### src/rtl/core/wbtm_pkg.sv
// Package of the truncated-mean baseline estimator: transaction types,
// fixed widths and constants. No dependencies.
package wbtm_pkg;

    localparam int ADC_BITS    = 12;
    localparam int HIST_DEPTH  = 1 << ADC_BITS;
    localparam int CNT_W       = 15;
    localparam int MAX_SAMPLES = 16384;
    localparam logic [7:0] TRUNC_RESET = 8'd38;

    // Iterative divider and square root widths
    localparam int DIV_NUM_W = 69;
    localparam int DIV_DEN_W = 30;
    localparam int SQRT_W    = 42;

    typedef struct packed {
        logic [11:0] sample;
        logic        last_sample;
    } in_item_t;

    typedef struct packed {
        logic [19:0] trunc_mean;
        logic [18:0] trunc_rms;
        logic [11:0] spread;
        logic [14:0] kept_count;
    } out_item_t;

    typedef struct packed {
        logic                 start;
        logic [DIV_NUM_W-1:0] num;
        logic [DIV_DEN_W-1:0] den;
    } div_req_t;

endpackage

### src/rtl/core/wbtm_sqrt.sv
// Bit-pair integer square root, floor of the exact root, one step per cycle.
// Depends on wbtm_pkg for the operand width.
module wbtm_sqrt (
    input  logic                          aclk,
    input  logic                          aresetn,
    input  logic                          start,
    input  logic [wbtm_pkg::SQRT_W-1:0]   x,
    output logic                          done,
    output logic [wbtm_pkg::SQRT_W/2-1:0] root
);

    localparam int W = wbtm_pkg::SQRT_W;

    logic [W-1:0] x_reg;
    logic [W-1:0] res_reg;
    logic [W-1:0] bit_reg;
    logic         busy_reg;
    logic         done_reg;
    logic [W-1:0] trial;

    assign trial = res_reg + bit_reg;

    always_ff @(posedge aclk) begin
        if (!aresetn) begin
            busy_reg <= 1'b0;
            done_reg <= 1'b0;
        end else begin
            done_reg <= 1'b0;
            if (start) begin
                x_reg    <= x;
                res_reg  <= '0;
                bit_reg  <= W'(1) << (W - 2);
                busy_reg <= 1'b1;
            end else if (busy_reg) begin
                // Take the bit pair when the remainder allows it
                if (x_reg >= trial) begin
                    x_reg   <= x_reg - trial;
                    res_reg <= (res_reg >> 1) + bit_reg;
                end else begin
                    res_reg <= res_reg >> 1;
                end
                bit_reg <= bit_reg >> 2;
                if (bit_reg[0]) begin
                    busy_reg <= 1'b0;
                    done_reg <= 1'b1;
                end
            end
        end
    end

    assign done = done_reg;
    assign root = res_reg[W/2-1:0];

endmodule

### config.mk
export PLATFORM = sky130hd
export DESIGN_NAME = wbtm_sqrt
export DESIGN_NICKNAME = d
export VERILOG_FILES = /design/src/rtl/core/wbtm_pkg.sv /design/src/rtl/core/wbtm_sqrt.sv
export SDC_FILE = /design/constraint.sdc
export NUM_CORES = 1
export LEC_CHECK = 0
export BUFFER_PORTS_ARGS = -buffer_cell sky130_fd_sc_hd__buf_2
export CAP_MARGIN = 5
export CORE_UTILIZATION = 56
export CTS_BUF_LIST = sky130_fd_sc_hd__clkbuf_16
export DETAILED_ROUTE_END_ITERATION = 6
export HOLD_SLACK_MARGIN = 0.03
export PLACE_DENSITY = 0.78
export SYNTH_ARGS = -nofsm -noshare
export SYNTH_HDL_FRONTEND = slang
export SYNTH_SLANG_ARGS = --single-unit
### constraint.sdc
create_clock -name aclk -period 7.1 [get_ports aclk]
set_input_delay 1.42 -clock aclk [delete_from_list [all_inputs] [get_ports aclk]]
set_output_delay 1.42 -clock aclk [all_outputs]
set_load 0.03 [all_outputs]
## Word-level counts from Yosys, hierarchy flattened

Cells that the tools add are included.

| operators by class | value |
|---|---|
| add/subtract/negate cells | 3 |
| order comparisons | 1 |
| muxes and demuxes | 10 |
| bitwise operators | 2 |
| reductions and logical operators | 5 |

Operators with widths:

| kind | number |
|---|---|
| $mux 42 | 5 |
| $add 41x41->42 | 1 |
| $add 42x41->42 | 1 |
| $ge 42x42->1 | 1 |
| $sub 42x42->42 | 1 |
| $mux 41 | 1 |
| $mux 1 | 4 |
| $reduce_bool 2->1 | 2 |
| $reduce_and 3->1 | 1 |
| $reduce_or 3->1 | 1 |
| $not 1->1 | 2 |
| $reduce_and 2->1 | 1 |

| word-level totals | value |
|---|---|
| flip-flop bits (word level) | 107 |
| input port bits | 45 |
| output and inout port bits | 22 |
| logic and storage cells | 26 |

## Logic depth before layout (Yosys ltp)

| logic depth | value |
|---|---|
| depth after elaboration | 5 |
| depth in mapped cells | 21 |

## Worst setup path after synthesis

No wires, ideal clock.

| timing | value |
|---|---|
| path type | register to register |
| from | reg res_reg[18] |
| to | reg x_reg[0], enable pin |
| arrival | 6.281 ns |
| setup slack | 0.364 ns |
| stages on the path, launching flop included | 20 |
| path buffers | 2 |
| period minus slack after synthesis | 6.736 ns |
| cell sequence | edfxtp_1 ha_1 a31oi_1 o21ai_0 a221oi_1 a31o_2 o21ai_2 a31oi_1 o21ai_0 xnor2_1 ha_1 inv_1 nor2_1 a221o_1 a211oi_2 a211oi_4 nor2_2 buf_6 buf_2 a21oi_1 |

| on the way | value |
|---|---|
| cells in the longest elaborated chain, start to end | 4 |

RTL lines:

| element | RTL line | text |
|---|---|---|
| start, declared | wbtm_sqrt.sv:15 | `logic [W-1:0] res_reg;` |
| start signal, assigned | wbtm_sqrt.sv:38 | `res_reg <= (res_reg >> 1) + bit_reg;` |
| start signal, assigned | wbtm_sqrt.sv:40 | `res_reg <= res_reg >> 1;` |
| $add 42x41->42 | wbtm_sqrt.sv:21 | `assign trial = res_reg + bit_reg;` |
| $ge 42x42->1 | wbtm_sqrt.sv:36 | `if (x_reg >= trial) begin` |
| $reduce_bool 2->1 (no source line) | -- |  |
| $reduce_and 3->1 (no source line) | -- |  |
| end signal, assigned | wbtm_sqrt.sv:37 | `x_reg <= x_reg - trial;` |
| end, declared | wbtm_sqrt.sv:14 | `logic [W-1:0] x_reg;` |

No other way between the ends.
A chain may end at the register's enable or synchronous reset.

## Worst setup path after layout

| timing | value |
|---|---|
| from | reg res_reg[18] |
| to | reg x_reg[38], enable pin |

The elaborated chain is that of the path after synthesis.

==> impl_metrics.ini <==
[detailed_routing]
wl_met2_mm = 11.0
routed.top_layer = met4
final_antenna_net_count = 0
drt-total-wl_mm = 24.9
wl_met1_mm = 11.8
wl_per_cell_um = 18.6
dr.pass1.iters = 6
met3_wirelength_mm = 1.69
drc = 0
dr.first_iter.drc_count = 1022
via_per_inst = 6.38
route.vias.total = 8546

[yosys]
ys_async_sr_fraction_pct = 0
synth.cell_area_mm2 = 0.00974
synth_fp_nets = 1217
synth.distinct_cells = 80
yosysWarnings = 0
avgSynthCellArea_um2 = 8.97
synth_edf_count = 105
synth_top_flop_cell = edfxtp_1
synth-seq-area-share_pct = 32.8
synthCells = 1085
ys_ff_latch = 107

[final_layout]
area_delta_synth_final_pct = 6.77
fillCellCount = 1484
fin_nets = 1246
layout-drive-gt1-share_pct = 11.3
layout_commonest_cell = nand2_1
multiInputGateArea_mm2 = 0.00616
register_area_mm2 = 0.00319
num_antenna_cells = 0
most-common-layout-cells = 120 x nand2_1, 105 x edfxtp_1, 93 x o21ai_0, 86 x ha_1, 73 x nor2_1

[clock_tree]
cts-root-buf = clkbuf_16
clk_latency_ns = 0.37
cts_setup_buffers = 0
post_cts_resized = 0
cts_buffers = 9
cts_tree = built
clkSinkCount = 107
cts_buffer_depth = 2
cts_hold_buf = 0
cts_max_level = 3
path_clk_slew_ns = 0.08

[sta]
finalHoldViolCount = 0
max_slew_margin_pct = 37.6
setup_viol = 0
min_period_over_period_pct = 82.2
fmax_mhz = 171
rsz0062_at_grt = no
tightest_slew_ns = 0.937
setup_tns_ns = 0
finalClockSkew_ns = 0.0143
drv_slew = 0
finalCriticalPeriod_ns = 5.84

[place]
port_buffers = 66
place_hpwl_mm = 18.4
gp_congestion = 0.993

[global_route]
gr-total-overflow = 0
grt_first_pass_wirelength_mm = 40.2
grtUsageTotal_pct = 28.4
antenna_found_initial = 0
grt_pass1_vias = 7736
grt_max_degree = 64

[power_and_ir_drop]
peakVddDrop_mv = 0.163
p_total_uw = 2600
p_per_area_mw_per_mm2 = 250
p_leak_uw = 0.00394

[floorplan]
pin_count = 67
rows = 47
core_mm2 = 0.0168
die_y_um = 134
die_area_mm2 = 0.0179
initial_core_util_pct = 58.1
fp.dieW_um = 134

[setup_path]
r2r_slack_ns = 1.26
cp-start-kind = flop
startpoint = res_reg[18]
cp_max_fo = 42
regToRegStartpoint = res_reg[18]
required_ns = 7.11
arrival_ns = 5.84
crit_type = reg -> reg
end_kind = flop

[min_path]
hold_start = busy_reg
hold_path.class = reg -> reg

[run]
max_cap_viol_count = 0

[run_status]
status = complete, no violations
==> worst max-delay path: stages, from the launching register on <==
cell and delay, ns:
edfxtp_1 0.52, ha_1 0.40, nand4_1 0.19, nor4_1 0.46, nand2_1 0.16, a311o_1 0.39, a21oi_1 0.29, o21bai_1 0.10
a21boi_0 0.22, xnor2_1 0.11, ha_1 0.38, nand2_1 0.13, nor2_1 0.33, a221o_1 0.29, a211oi_2 0.07, a211oi_4 0.49
nor2_2 0.23, a21oi_4 0.18, buf_4 0.49
==> cells by family after synthesis <==
family,count (synthesis),share of synthesized area [%]
AO/OA/AOI/OAI,372,25.8
AND/OR/NAND/NOR,345,17.4
flip-flops,107,32.8
XOR/XNOR,89,8.01
adder cells (fa/ha/maj),87,11.3
buffers and inverters,79,4.10
multiplexers,6,0.668
==> cells in the mapped netlist (4+ instances only) <==
master	instances	share of area, %
nor4_1	4	0.26
xnor2_1	41	3.7
a21o_1	19	1.5
nor2_1	73	2.8
nand2b_1	5	0.32
nor3_1	15	0.77
a41oi_1	4	0.36
clkbuf_1	21	0.81
edfxtp_1	105	32
buf_4	22	1.7
or2_2	5	0.32
buf_2	9	0.46
nand3_1	21	1.1
xor2_1	48	4.3
or3_1	8	0.51
and2_1	9	0.58
o21bai_1	18	1.4
a21oi_1	68	3.5
nor2b_1	32	2.1
o211ai_1	18	1.4
a31o_2	9	0.81
inv_1	23	0.89
mux2_2	4	0.46
or4_1	4	0.31
nand2_1	120	4.6
a311oi_1	5	0.45
o31ai_1	13	1.0
ha_1	86	11
and3_1	11	0.71
o21ai_0	93	4.8
o21a_1	17	1.3
nand4_1	20	1.3
a31oi_1	34	2.2
a211oi_1	27	2.1
a21boi_0	6	0.46
==> power breakdown <==
part / internal [uW] / total (uW) / switching [uW]
combinational: 468 / 1220 / 748
sequential: 798 / 866 / 68.0
clock: 273 / 522 / 249
==> routing by layer <==
metal  up-vias  GRT usage [%]
met5         -              0
met4         0           7.39
met3        28           4.65
met2       314           43.3
met1      4035           41.8
li1       4169              -
==> cell type report <==
type                            instances  area share, %
Sequential cell                       107           30.7
Clock buffer                            9           2.17
Inverter                               23          0.830
Tap cell                              220           2.65
Multi-Input combinational cell        899           59.2
Clock inverter                          7          0.650
Timing Repair Buffer                   74           3.78
==> path summary, 6_finish.rpt <==
| kind | endpoint | cells past startpoint |
|---|---|---|
| max reg2reg | x_reg[38] | 18 |
| max | x_reg[38] | 18 |
| min | done | 1 |
| min reg2reg | done | 1 |
==> through the flow <==
| step | cell area (um^2) | hold WS (ns) | cells | utilization (%) | setup slack (ns) |
|---|---|---|---|---|---|
| 2_1_floorplan | 9740 | 0.447 | 1085 | - | 0.364 |
| 3_3_place_gp | 10100 | 0.521 | 1323 | 60.3 | 1.54 |
| 3_5_place_dp | 10100 | 0.539 | 1323 | 60.3 | 1.36 |
| 4_1_cts | 10400 | 0.565 | 1339 | 62.0 | 1.34 |
| 5_1_grt | 10400 | 0.579 | 1339 | 62.0 | 0.794 |
| 6_report | 10400 | 0.564 | 1339 | 62.0 | 1.26 |
No activity file was read; power rests on OpenSTA's default activity.
