==> src/rtl/core/wbtm_pkg.sv <==
// Package of the truncated-mean baseline estimator: transaction types,
// fixed widths and constants. No dependencies.
package wbtm_pkg;

    localparam int ADC_BITS    = 12;
    localparam int HIST_DEPTH  = 1 << ADC_BITS;
    localparam int CNT_W       = 15;
    localparam int MAX_SAMPLES = 16384;
    localparam logic [7:0] TRUNC_RESET = 8'd38;

    // Iterative divider and square root widths
    localparam int DIV_NUM_W = 69;
    localparam int DIV_DEN_W = 30;
    localparam int SQRT_W    = 42;

    typedef struct packed {
        logic [11:0] sample;
        logic        last_sample;
    } in_item_t;

    typedef struct packed {
        logic [19:0] trunc_mean;
        logic [18:0] trunc_rms;
        logic [11:0] spread;
        logic [14:0] kept_count;
    } out_item_t;

    typedef struct packed {
        logic                 start;
        logic [DIV_NUM_W-1:0] num;
        logic [DIV_DEN_W-1:0] den;
    } div_req_t;

endpackage

==> src/rtl/core/wbtm_div.sv <==
// Restoring divider, one quotient bit per cycle.
// Depends on wbtm_pkg for widths and the request struct.
module wbtm_div (
    input  logic                           aclk,
    input  logic                           aresetn,
    input  wbtm_pkg::div_req_t             req,
    output logic                           done,
    output logic [wbtm_pkg::DIV_NUM_W-1:0] quot
);

    localparam int NW = wbtm_pkg::DIV_NUM_W;
    localparam int DW = wbtm_pkg::DIV_DEN_W;
    localparam int CNTW = $clog2(NW + 1);

    logic [NW-1:0]   sh_reg;
    logic [DW:0]     rem_reg;
    logic [DW-1:0]   den_reg;
    logic [CNTW-1:0] cnt_reg;
    logic            busy_reg;
    logic            done_reg;
    logic [DW:0]     trial;
    logic            fits;

    // Shift in the next numerator bit and try the subtraction
    always_comb begin
        trial = {rem_reg[DW-1:0], sh_reg[NW-1]};
        fits  = trial >= {1'b0, den_reg};
    end

    always_ff @(posedge aclk) begin
        if (!aresetn) begin
            busy_reg <= 1'b0;
            done_reg <= 1'b0;
            cnt_reg  <= '0;
        end else begin
            done_reg <= 1'b0;
            if (req.start) begin
                sh_reg   <= req.num;
                den_reg  <= req.den;
                rem_reg  <= '0;
                cnt_reg  <= CNTW'(NW);
                busy_reg <= 1'b1;
            end else if (busy_reg) begin
                rem_reg <= fits ? trial - {1'b0, den_reg} : trial;
                sh_reg  <= {sh_reg[NW-2:0], fits};
                cnt_reg <= cnt_reg - 1'b1;
                if (cnt_reg == CNTW'(1)) begin
                    busy_reg <= 1'b0;
                    done_reg <= 1'b1;
                end
            end
        end
    end

    assign done = done_reg;
    assign quot = sh_reg;

endmodule

==> config.mk <==
export PLATFORM = sky130hd
export DESIGN_NAME = wbtm_div
export DESIGN_NICKNAME = d
export VERILOG_FILES = /design/src/rtl/core/wbtm_pkg.sv /design/src/rtl/core/wbtm_div.sv
export SDC_FILE = /design/constraint.sdc
export NUM_CORES = 1
export LEC_CHECK = 0
export BUFFER_PORTS_ARGS = -buffer_cell sky130_fd_sc_hd__buf_2
export CAP_MARGIN = 20
export CORE_MARGIN = 2
export CORE_UTILIZATION = 49
export CTS_CLUSTER_SIZE = 28
export DETAILED_ROUTE_END_ITERATION = 10
export PLACE_DENSITY = 0.78
export SETUP_SLACK_MARGIN = 0.02
export SLEW_MARGIN = 20
export SYNTH_ARGS = -nofsm -noshare
export SYNTH_HDL_FRONTEND = slang
export SYNTH_SLANG_ARGS = --single-unit
==> constraint.sdc <==
create_clock -name aclk -period 3.55 [get_ports aclk]
set_input_delay 0.71 -clock aclk [delete_from_list [all_inputs] [get_ports aclk]]
set_output_delay 0.71 -clock aclk [all_outputs]
set_load 0.05 [all_outputs]
=== After elaboration in Yosys (flattened, before gate mapping) ===
Cells that the tools add are included.

* Output and inout bits: 70
* Bits in registers: 138
* Word-level logic and storage cells: 28

* Muxes and demuxes: 10
* Equality and inequality tests: 1
* Reductions and logical operators: 5
* Order comparisons: 1
* Bitwise logic cells: 2
* Add/subtract/negate cells: 2

{| class="wikitable"
|+ Operator list
! operator !! number
|-
| 69-bit 2-to-1 mux || 2
|-
| 30-bit 2-to-1 mux || 2
|-
| 31-bit by 30-bit greater-or-equal comparator with 1-bit output || 1
|-
| 30-bit subtractor || 1
|-
| 7-bit 2-to-1 mux || 2
|-
| 7-bit by 1-bit equality test with 1-bit output (second input constant) || 1
|-
| 7-bit by 1-bit subtractor with 7-bit output (second input constant) || 1
|-
| 1-bit 2-to-1 mux || 4
|-
| 2-bit AND reduction || 2
|-
| 3-bit OR reduction || 1
|-
| 1-bit inverter || 2
|-
| 2-bit nonzero test || 1
|-
| 2-bit OR reduction || 1
|}

=== Longest topological paths before layout ===
Gate-level depths: netlist of the first run.

* Word-level depth: 4
* Gate-level depth with buffers: 13
* Mapped depth without buffers: 12

=== Worst setup path after synthesis of the first run ===
No wires, ideal clock.

* Path kind: in2reg
* Start: input port req[99] (netlist name)
* End: register sh_reg[0], in the netlist quot[0], enable pin
* Required time: 3,084 ps
* Setup time: 466 ps
* Data arrival time: 3,266 ps
* Cell stages on the path: 2
* Setup slack: -183 ps
* Cells stage by stage: clkbuf_1 > o21a_1

* Longest elaborated chain between the ends: 2

{| class="wikitable"
|+ Ends and longest elaborated chain
! element !! line !! source
|-
| start, declared || wbtm_div.sv:6 || <nowiki>input wbtm_pkg::div_req_t req,</nowiki>
|-
| 2-bit nonzero test (no source line) || -- ||
|-
| 2-bit AND reduction (no source line) || -- ||
|-
| end signal, assigned || wbtm_div.sv:38 || <nowiki>sh_reg <= req.num;</nowiki>
|-
| end signal, assigned || wbtm_div.sv:45 || <nowiki>sh_reg <= {sh_reg[NW-2:0], fits};</nowiki>
|-
| end, declared || wbtm_div.sv:15 || <nowiki>logic [NW-1:0] sh_reg;</nowiki>
|}

No other way between the ends.
A chain may end at the register's enable or synchronous reset.

=== Final worst setup path of the first run ===
* Start: register rem_reg[14]
* End: register rem_reg[6], data pin

* Longest elaborated chain between the ends: 3

{| class="wikitable"
|+ Ends and longest elaborated chain
! element !! line !! source
|-
| start, declared || wbtm_div.sv:16 || <nowiki>logic [DW:0] rem_reg;</nowiki>
|-
| start signal, assigned || wbtm_div.sv:44 || <nowiki>rem_reg <= fits ? trial - {1'b0, den_reg} : trial;</nowiki>
|-
| 31-bit by 30-bit greater-or-equal comparator with 1-bit output || wbtm_div.sv:27 || <nowiki>fits = trial >= {1'b0, den_reg};</nowiki>
|-
| 30-bit 2-to-1 mux || wbtm_div.sv:44 ||
|-
| 30-bit 2-to-1 mux || wbtm_div.sv:43 || <nowiki>end else if (busy_reg) begin</nowiki>
|}

No other way between the ends. The select of a mux whose other input is x is not followed.

==> run metrics, run 1 <==
Final ANT Viol Nets=0; Post-Syn Area per Cell=12.3 um^2; flop-to-flop setup slack=0.38 ns; wirelength, routed=17.7 mm; PortBufs=171; largest net degree at the start of global routing=88; number of CTS-inserted buffers=17; family with the most delay on the worst path=simple AND/OR/NAND/NOR gates; GRT Util Overall=between 20% and 30%; filler instances=1188; CP required=3.69 ns; endpoint kind of the worst setup timing path=flip-flop; Switch Pwr=1510 uW; ys flop type=edfxtp_1; first-pass GRT wire length=28.3 mm; Int Power=3440 uW; Hold Violations, Final=0; drt drc=0; wire per inst=18.2 um; Clk Latency, worst-skew pair=0.43 ns; cell area after layout=9000 um^2; Critical Path Max Stage Delay=0.46 ns; IO Count=about 170; max-slew violations=0; CP max-delay cell=ha_1; dpl hpwl=12.7 mm; setup tns final=0 ns; worst-path maximum fanout=12; Worst Path Buf+Inv=1; root buffer cell=clkbuf_16; initial antenna violation count=1; Sink Count=138; CTS Buffer Depth=2; critical path cell sequence=ha_1, nand4_4, or3_1, nor4_2, nor3_1, a21oi_2, or2_2, buf_4, mux2i_1, nor2_1; Max Cap Violations=0; worst-margin pin slew=0.925 ns; Seq/Total Area, Yosys=roughly 55%; total grt overflow=0; ys async rst share=0%; Max H-tree Level=4; TritonRoute pass-1 iters=5; NumNets Final=912; number of cells produced by synthesis=approximately 600; syn_nets=738; post-layout util=61.5%; most frequent cells in the layout=buf_2 (170), edfxtp_1 (129), mux2_2 (69); FMAX=0.316 GHz; vias in the first global route=5751; clk slew on worst S/H paths=roughly 0.060 ns; CTS tree=done; Die W=127 um; P per Cell Area=550 nW/um^2; startpoint types=flip-flop; die height=127 um; Setup violations, final=0; die footprint=approximately 16000 um^2; Max IR drop VDD=0.000366 V; setup ws final=0.382 ns; hold_ws=0.459 ns; Data arrival, critical path=3.31 ns; Clock Power Share=~36%; status=finished clean; dpl cell area=8430 um^2; P&R area growth vs syn=22.0%; Starting Density=between 50% and 60%; Slew headroom=between 30% and 40%; Leak=0.00375 uW; Sw Ratio=30.6%; GPL Wtd Cong=0.948; most common cell after layout, fill and taps aside=buf_2; Crit Path Class=flip-flop to flip-flop; Vias/cell=5.59; Yosys reg bits=138; Clock Skew=0.00848 ns; Final Cycle Share=89.2%; number of flip-flops in the largest register=69; Setup WS pre-CTS=between 0.2 and 0.3 ns; synth warn=0; # rows=44; layout cells sized above 1=a little under two fifths; Detailed Route Iter0 Violations=345; core footprint=14600 um^2; RSZ-0062 raised after global routing=false; min Tclk post-route=3.17 ns; DR vias=5443; Post-synth EDFFs=around 130; Flop pwr share=40.7%; worst hold-check path type=primary input to flip-flop; Logic pwr share=approximately a quarter; Cell Area, Synth=between 7000 and 8000 um^2; Cell variety after synth=62
## cell type report
cell class | count | area (um^2) | share of cell area [%]
Timing Repair Buffer | 177 | 916 | 10.2
Multi-Input combinational cell | 399 | 3060 | 34.0
Antenna cell | 1 | 2.50 | 0.0278
Inverter | 43 | 161 | 1.79
Clock inverter | 13 | 144 | 1.60
Sequential cell | 138 | 4050 | 45.0
Tap cell | 184 | 230 | 2.56
Clock buffer | 19 | 433 | 4.81
## power by group through the flow
| stage | logic (uW) | clock network [uW] | registers (uW) |
|---|---|---|---|
| floorplan | 711 | 0 | 2220 |
| global placement | 1140 | 0 | 2040 |
| detailed placement | 1160 | 0 | 2050 |
| CTS | 1170 | 1780 | 2020 |
| global route | 1280 | 1840 | 2030 |
| finish | 1180 | 1760 | 2020 |
## worst paths after layout
| kind | depth (start not counted) | to | startpoint |
|---|---|---|---|
| worst max-delay path | 10 | rem_reg[6]$_SDFFCE_PP0P_ | rem_reg[14]$_SDFFCE_PP0P_ |
| worst min-delay path | 1 | den_reg[23]$_DFFE_PP_ | req[23] |
| worst max register to register | 10 | rem_reg[6]$_SDFFCE_PP0P_ | rem_reg[14]$_SDFFCE_PP0P_ |
| worst min register to register | 2 | cnt_reg[1]$_SDFFE_PP0P_ | cnt_reg[1]$_SDFFE_PP0P_ |
## metal layers
| metal | vias up | track usage [%] | share of wire [%] |
|---|---|---|---|
| met5 | - | 0 | 0 |
| met4 | 0 | 7.37 | 1.7 |
| met3 | 27 | 8.94 | 8.9 |
| met2 | 207 | 38.6 | 49 |
| met1 | 2610 | 26.0 | 40 |
| li1 | 2599 | - | - |
## cells in the mapped netlist, types with 12 or more instances
master    instances  share of area (%)
a21o_1           12                1.2
mux2i_1          17                2.3
o21ai_0          16                1.1
clkbuf_1         15               0.76
xnor2_1          19                2.3
edfxtp_1        129                 52
nor2_1           46                2.3
ha_1             33                5.6
mux2_2           69                 11
a21oi_1          34                2.3
nand3_1          17                1.2
nand2_1          28                1.4
inv_1            42                2.1
## worst reg2reg max path, delay by kind of cell, from the launching register on
kind	cells	cell delay [ns]
and+or+nand+nor	6	1.29
adders and majority gates	1	0.47
DFF	1	0.40
buffers and inverters	1	0.28
muxes	1	0.24
AOI/OAI and AO/OA	1	0.19
## repair_timing
| action | 4_1_cts | 5_1_grt |
|---|---|---|
| endpoints found under the setup margin | 0 | 5 |
| setup buffers | 0 | 0 |
| hold buffers | 0 | 0 |
| resized for setup | 0 | 1 |
## kinds of logic after synthesis
group	count (synthesis)	share of synthesized area, %
and+or+nand+nor	132	8.73
buffers and inverters	65	3.65
muxes	86	12.8
adders and majority gates	34	5.87
xor gates and xnor gates	28	3.32
AOI/OAI and AO/OA	119	10.7
DFF	138	54.9
## per-stage QoR
step / instances / power (uW)
finish: 974 / 4950
global route: 974 / 5160
CTS: 973 / 4970
detailed placement: 941 / 3210
global placement: 941 / 3180
floorplan: 602 / 2930
No activity file was read; power rests on OpenSTA's default activity.
==> run 2, diff against run 1 <==
CORE_UTILIZATION = 54   (was 49)
PLACE_DENSITY = 0.81   (was 0.78)
clock period = 3.3 ns   (was 3.55 ns; I/O delays follow)
==> run 2 against run 1 <==
  * Clock skew up 0.0030 ns
  * Wire length is 2.0% higher
  * Register-to-register slack worse by 0.17 ns
  * Sequential power rose by 7%
  * Clock power grew 13%
  * Critical path type unchanged
  * Critical endpoint is now rem_reg[28]$_SDFFCE_PP0P_
  * Largest power group unchanged
==> run metrics, run 2 (synthesized netlist as in run 1, its figures left out) <==
vias in the first global route=5698 (-0.92%); max-slew violations=0 (unchanged); Post-CTS Setup Repair Bufs=0 (unchanged); P&R area growth vs syn=23.3%; FMAX=0.324 GHz (+2.5%); CTS Buffer Depth=2 (unchanged); worst-margin pin slew=0.670 ns (-0.256 ns); Starting Density=55.5% (+5.1 points); GRT Util Overall=25.3% (+2.8 points); setup tns final=0 ns (unchanged); Max H-tree Level=4 (unchanged); largest net degree at the start of global routing=41 (-53%); Clk Latency, worst-skew pair=0.42 ns (about the same); core footprint=13300 um^2 (-9.2%); Switch Pwr=1630 uW (+7.6%); min-delay src=req[4]; RR Endpoint=rem_reg[28]$_SDFFCE_PP0P_; first-pass GRT wire length=28.5 mm (+0.71%); worst hold-check path type=primary input to flip-flop; Hold Violations, Final=0 (unchanged); die height=121 um (-4.6%); Slew headroom=55.3% (+17 points); Final ANT Viol Nets=0 (unchanged); total grt overflow=0 (unchanged); DR vias=5442 (-0.018%); wire per inst=18.6 um (+2.4%); status=finished clean; family with the most delay on the worst path=simple AND/OR/NAND/NOR gates; Sink Count=138 (unchanged); flop-to-flop setup slack=0.21 ns (-0.17 ns); most frequent cells in the layout=buf_2 (170), edfxtp_1 (129), mux2_2 (69); Hold Buf Count CTS=0 (unchanged); root buffer cell=clkbuf_16; Int Power=3820 uW (+11%); Crit Path Class=flip-flop to flip-flop; Clock Power Share=36.4% (+0.9 points); dpl hpwl=13.2 mm (+3.7%); Final Cycle Share=93.6% (+4.4 points); critical path cell sequence=ha_1, nand4_4, or3_1, nor4_2, nor3_1, a21oi_2, nor2_2, buf_4, or4_1, o2111ai_1; GPL Wtd Cong=0.895 (-5.6%); Max IR drop VDD=0.000522 V (+43%); RSZ-0062 raised after global routing=false; Critical Path Max Stage Delay=0.53 ns (+0.07 ns); Sw Ratio=29.9% (-0.69 points); Logic pwr share=23.7% (about the same); Setup violations, final=0 (unchanged); Worst Path Buf+Inv=1 (unchanged); TritonRoute pass-1 iters=7 (+2); R2R depth=10 (unchanged); Vias/cell=5.60 (+0.29%); # rows=42 (-4.5%); post-layout util=68.5% (+7.0 points); drt drc=0 (unchanged); number of flip-flops in the largest register=69 (unchanged); P per Cell Area=599 nW/um^2 (+8.9%); Data arrival, critical path=3.34 ns (+0.03 ns); wirelength, routed=18.0 mm (+2.0%); CP max-delay cell=or4_1; NumNets Final=917 (+0.55%); hold path depth=1 (unchanged); worst-path maximum fanout=12 (unchanged); layout cells sized above 1=37.4% (+0.65 points); die footprint=14600 um^2 (-9.0%); Clock Skew=0.0115 ns (+0.00301 ns); number of CTS-inserted buffers=17 (unchanged); IO Count=172 (unchanged); min Tclk post-route=3.09 ns (-0.0777 ns); CTS tree=done; most common cell after layout, fill and taps aside=buf_2; PortBufs=171 (unchanged); startpoint types=flip-flop; Die W=121 um (-4.6%); Leak=0.00381 uW (+1.5%); clk slew on worst S/H paths=0.06 ns (about the same); RR Startpoint=rem_reg[14]$_SDFFCE_PP0P_; Flop pwr share=39.8% (-0.9 points); initial antenna violation count=1 (unchanged); endpoint kind of the worst setup timing path=flip-flop; CP required=3.55 ns (-0.14 ns); Detailed Route Iter0 Violations=371 (+7.5%); Max Cap Violations=0 (unchanged); hold endpoint=den_reg[4]$_DFFE_PP_; PostCTS Resize Cnt=0 (unchanged)
[run 2: per-stage QoR]
stage               cells  hold WS [ns]  worst slack, ns  instance area, um^2  total power [uW]
floorplan             602         0.468            0.331                 7380              3150
global placement      938         0.480            0.254                 8480              3440
detailed placement    938         0.528            0.129                 8480              3480
CTS                   970         0.398            0.111                 9100              5470
global route          970         0.394           0.0617                 9100              5670
finish                971         0.413            0.210                 9100              5450
[run 2: layer usage]
layer	track usage, %	vias up	routed length, um
met5	0	-	0
met2	42.9	212	9150
met3	9.45	30	1560
li1	-	2599	-
met4	7.92	0	300
met1	29.9	2601	7040
[run 2: worst max-delay path by stage]
stage | start | end | slack (ns) | depth (start not counted)
global placement | quot[68]$_DFFE_PP_ | rem_reg[14]$_SDFFCE_PP0P_ | 0.25 | 12
detailed placement | rem_reg[14]$_SDFFCE_PP0P_ | rem_reg[15]$_SDFFCE_PP0P_ | 0.13 | 10
finish | rem_reg[14]$_SDFFCE_PP0P_ | rem_reg[28]$_SDFFCE_PP0P_ | 0.21 | 10
CTS | rem_reg[14]$_SDFFCE_PP0P_ | rem_reg[9]$_SDFFCE_PP0P_ | 0.11 | 10
floorplan | quot[68]$_DFFE_PP_ | rem_reg[14]$_SDFFCE_PP0P_ | 0.33 | 12
global route | rem_reg[14]$_SDFFCE_PP0P_ | rem_reg[28]$_SDFFCE_PP0P_ | 0.06 | 10
[run 2: power by group through the flow]
stage	clock, uW	combinational (uW)	sequential [uW]
CTS	2010	1280	2170
floorplan	0	765	2390
detailed placement	0	1280	2200
global route	2070	1410	2190
global placement	0	1240	2200
finish	1990	1290	2170
[run 2: final cells by class]
class                      instances  area, um^2
inverter                          43         161
antenna                            1        2.50
sequential                       138        4050
clock inverter                    10         125
timing repair buffer             182         978
clock buffer                      22         494
tap                              176         220
fill                             984        4190
multi-input combinational        399        3070
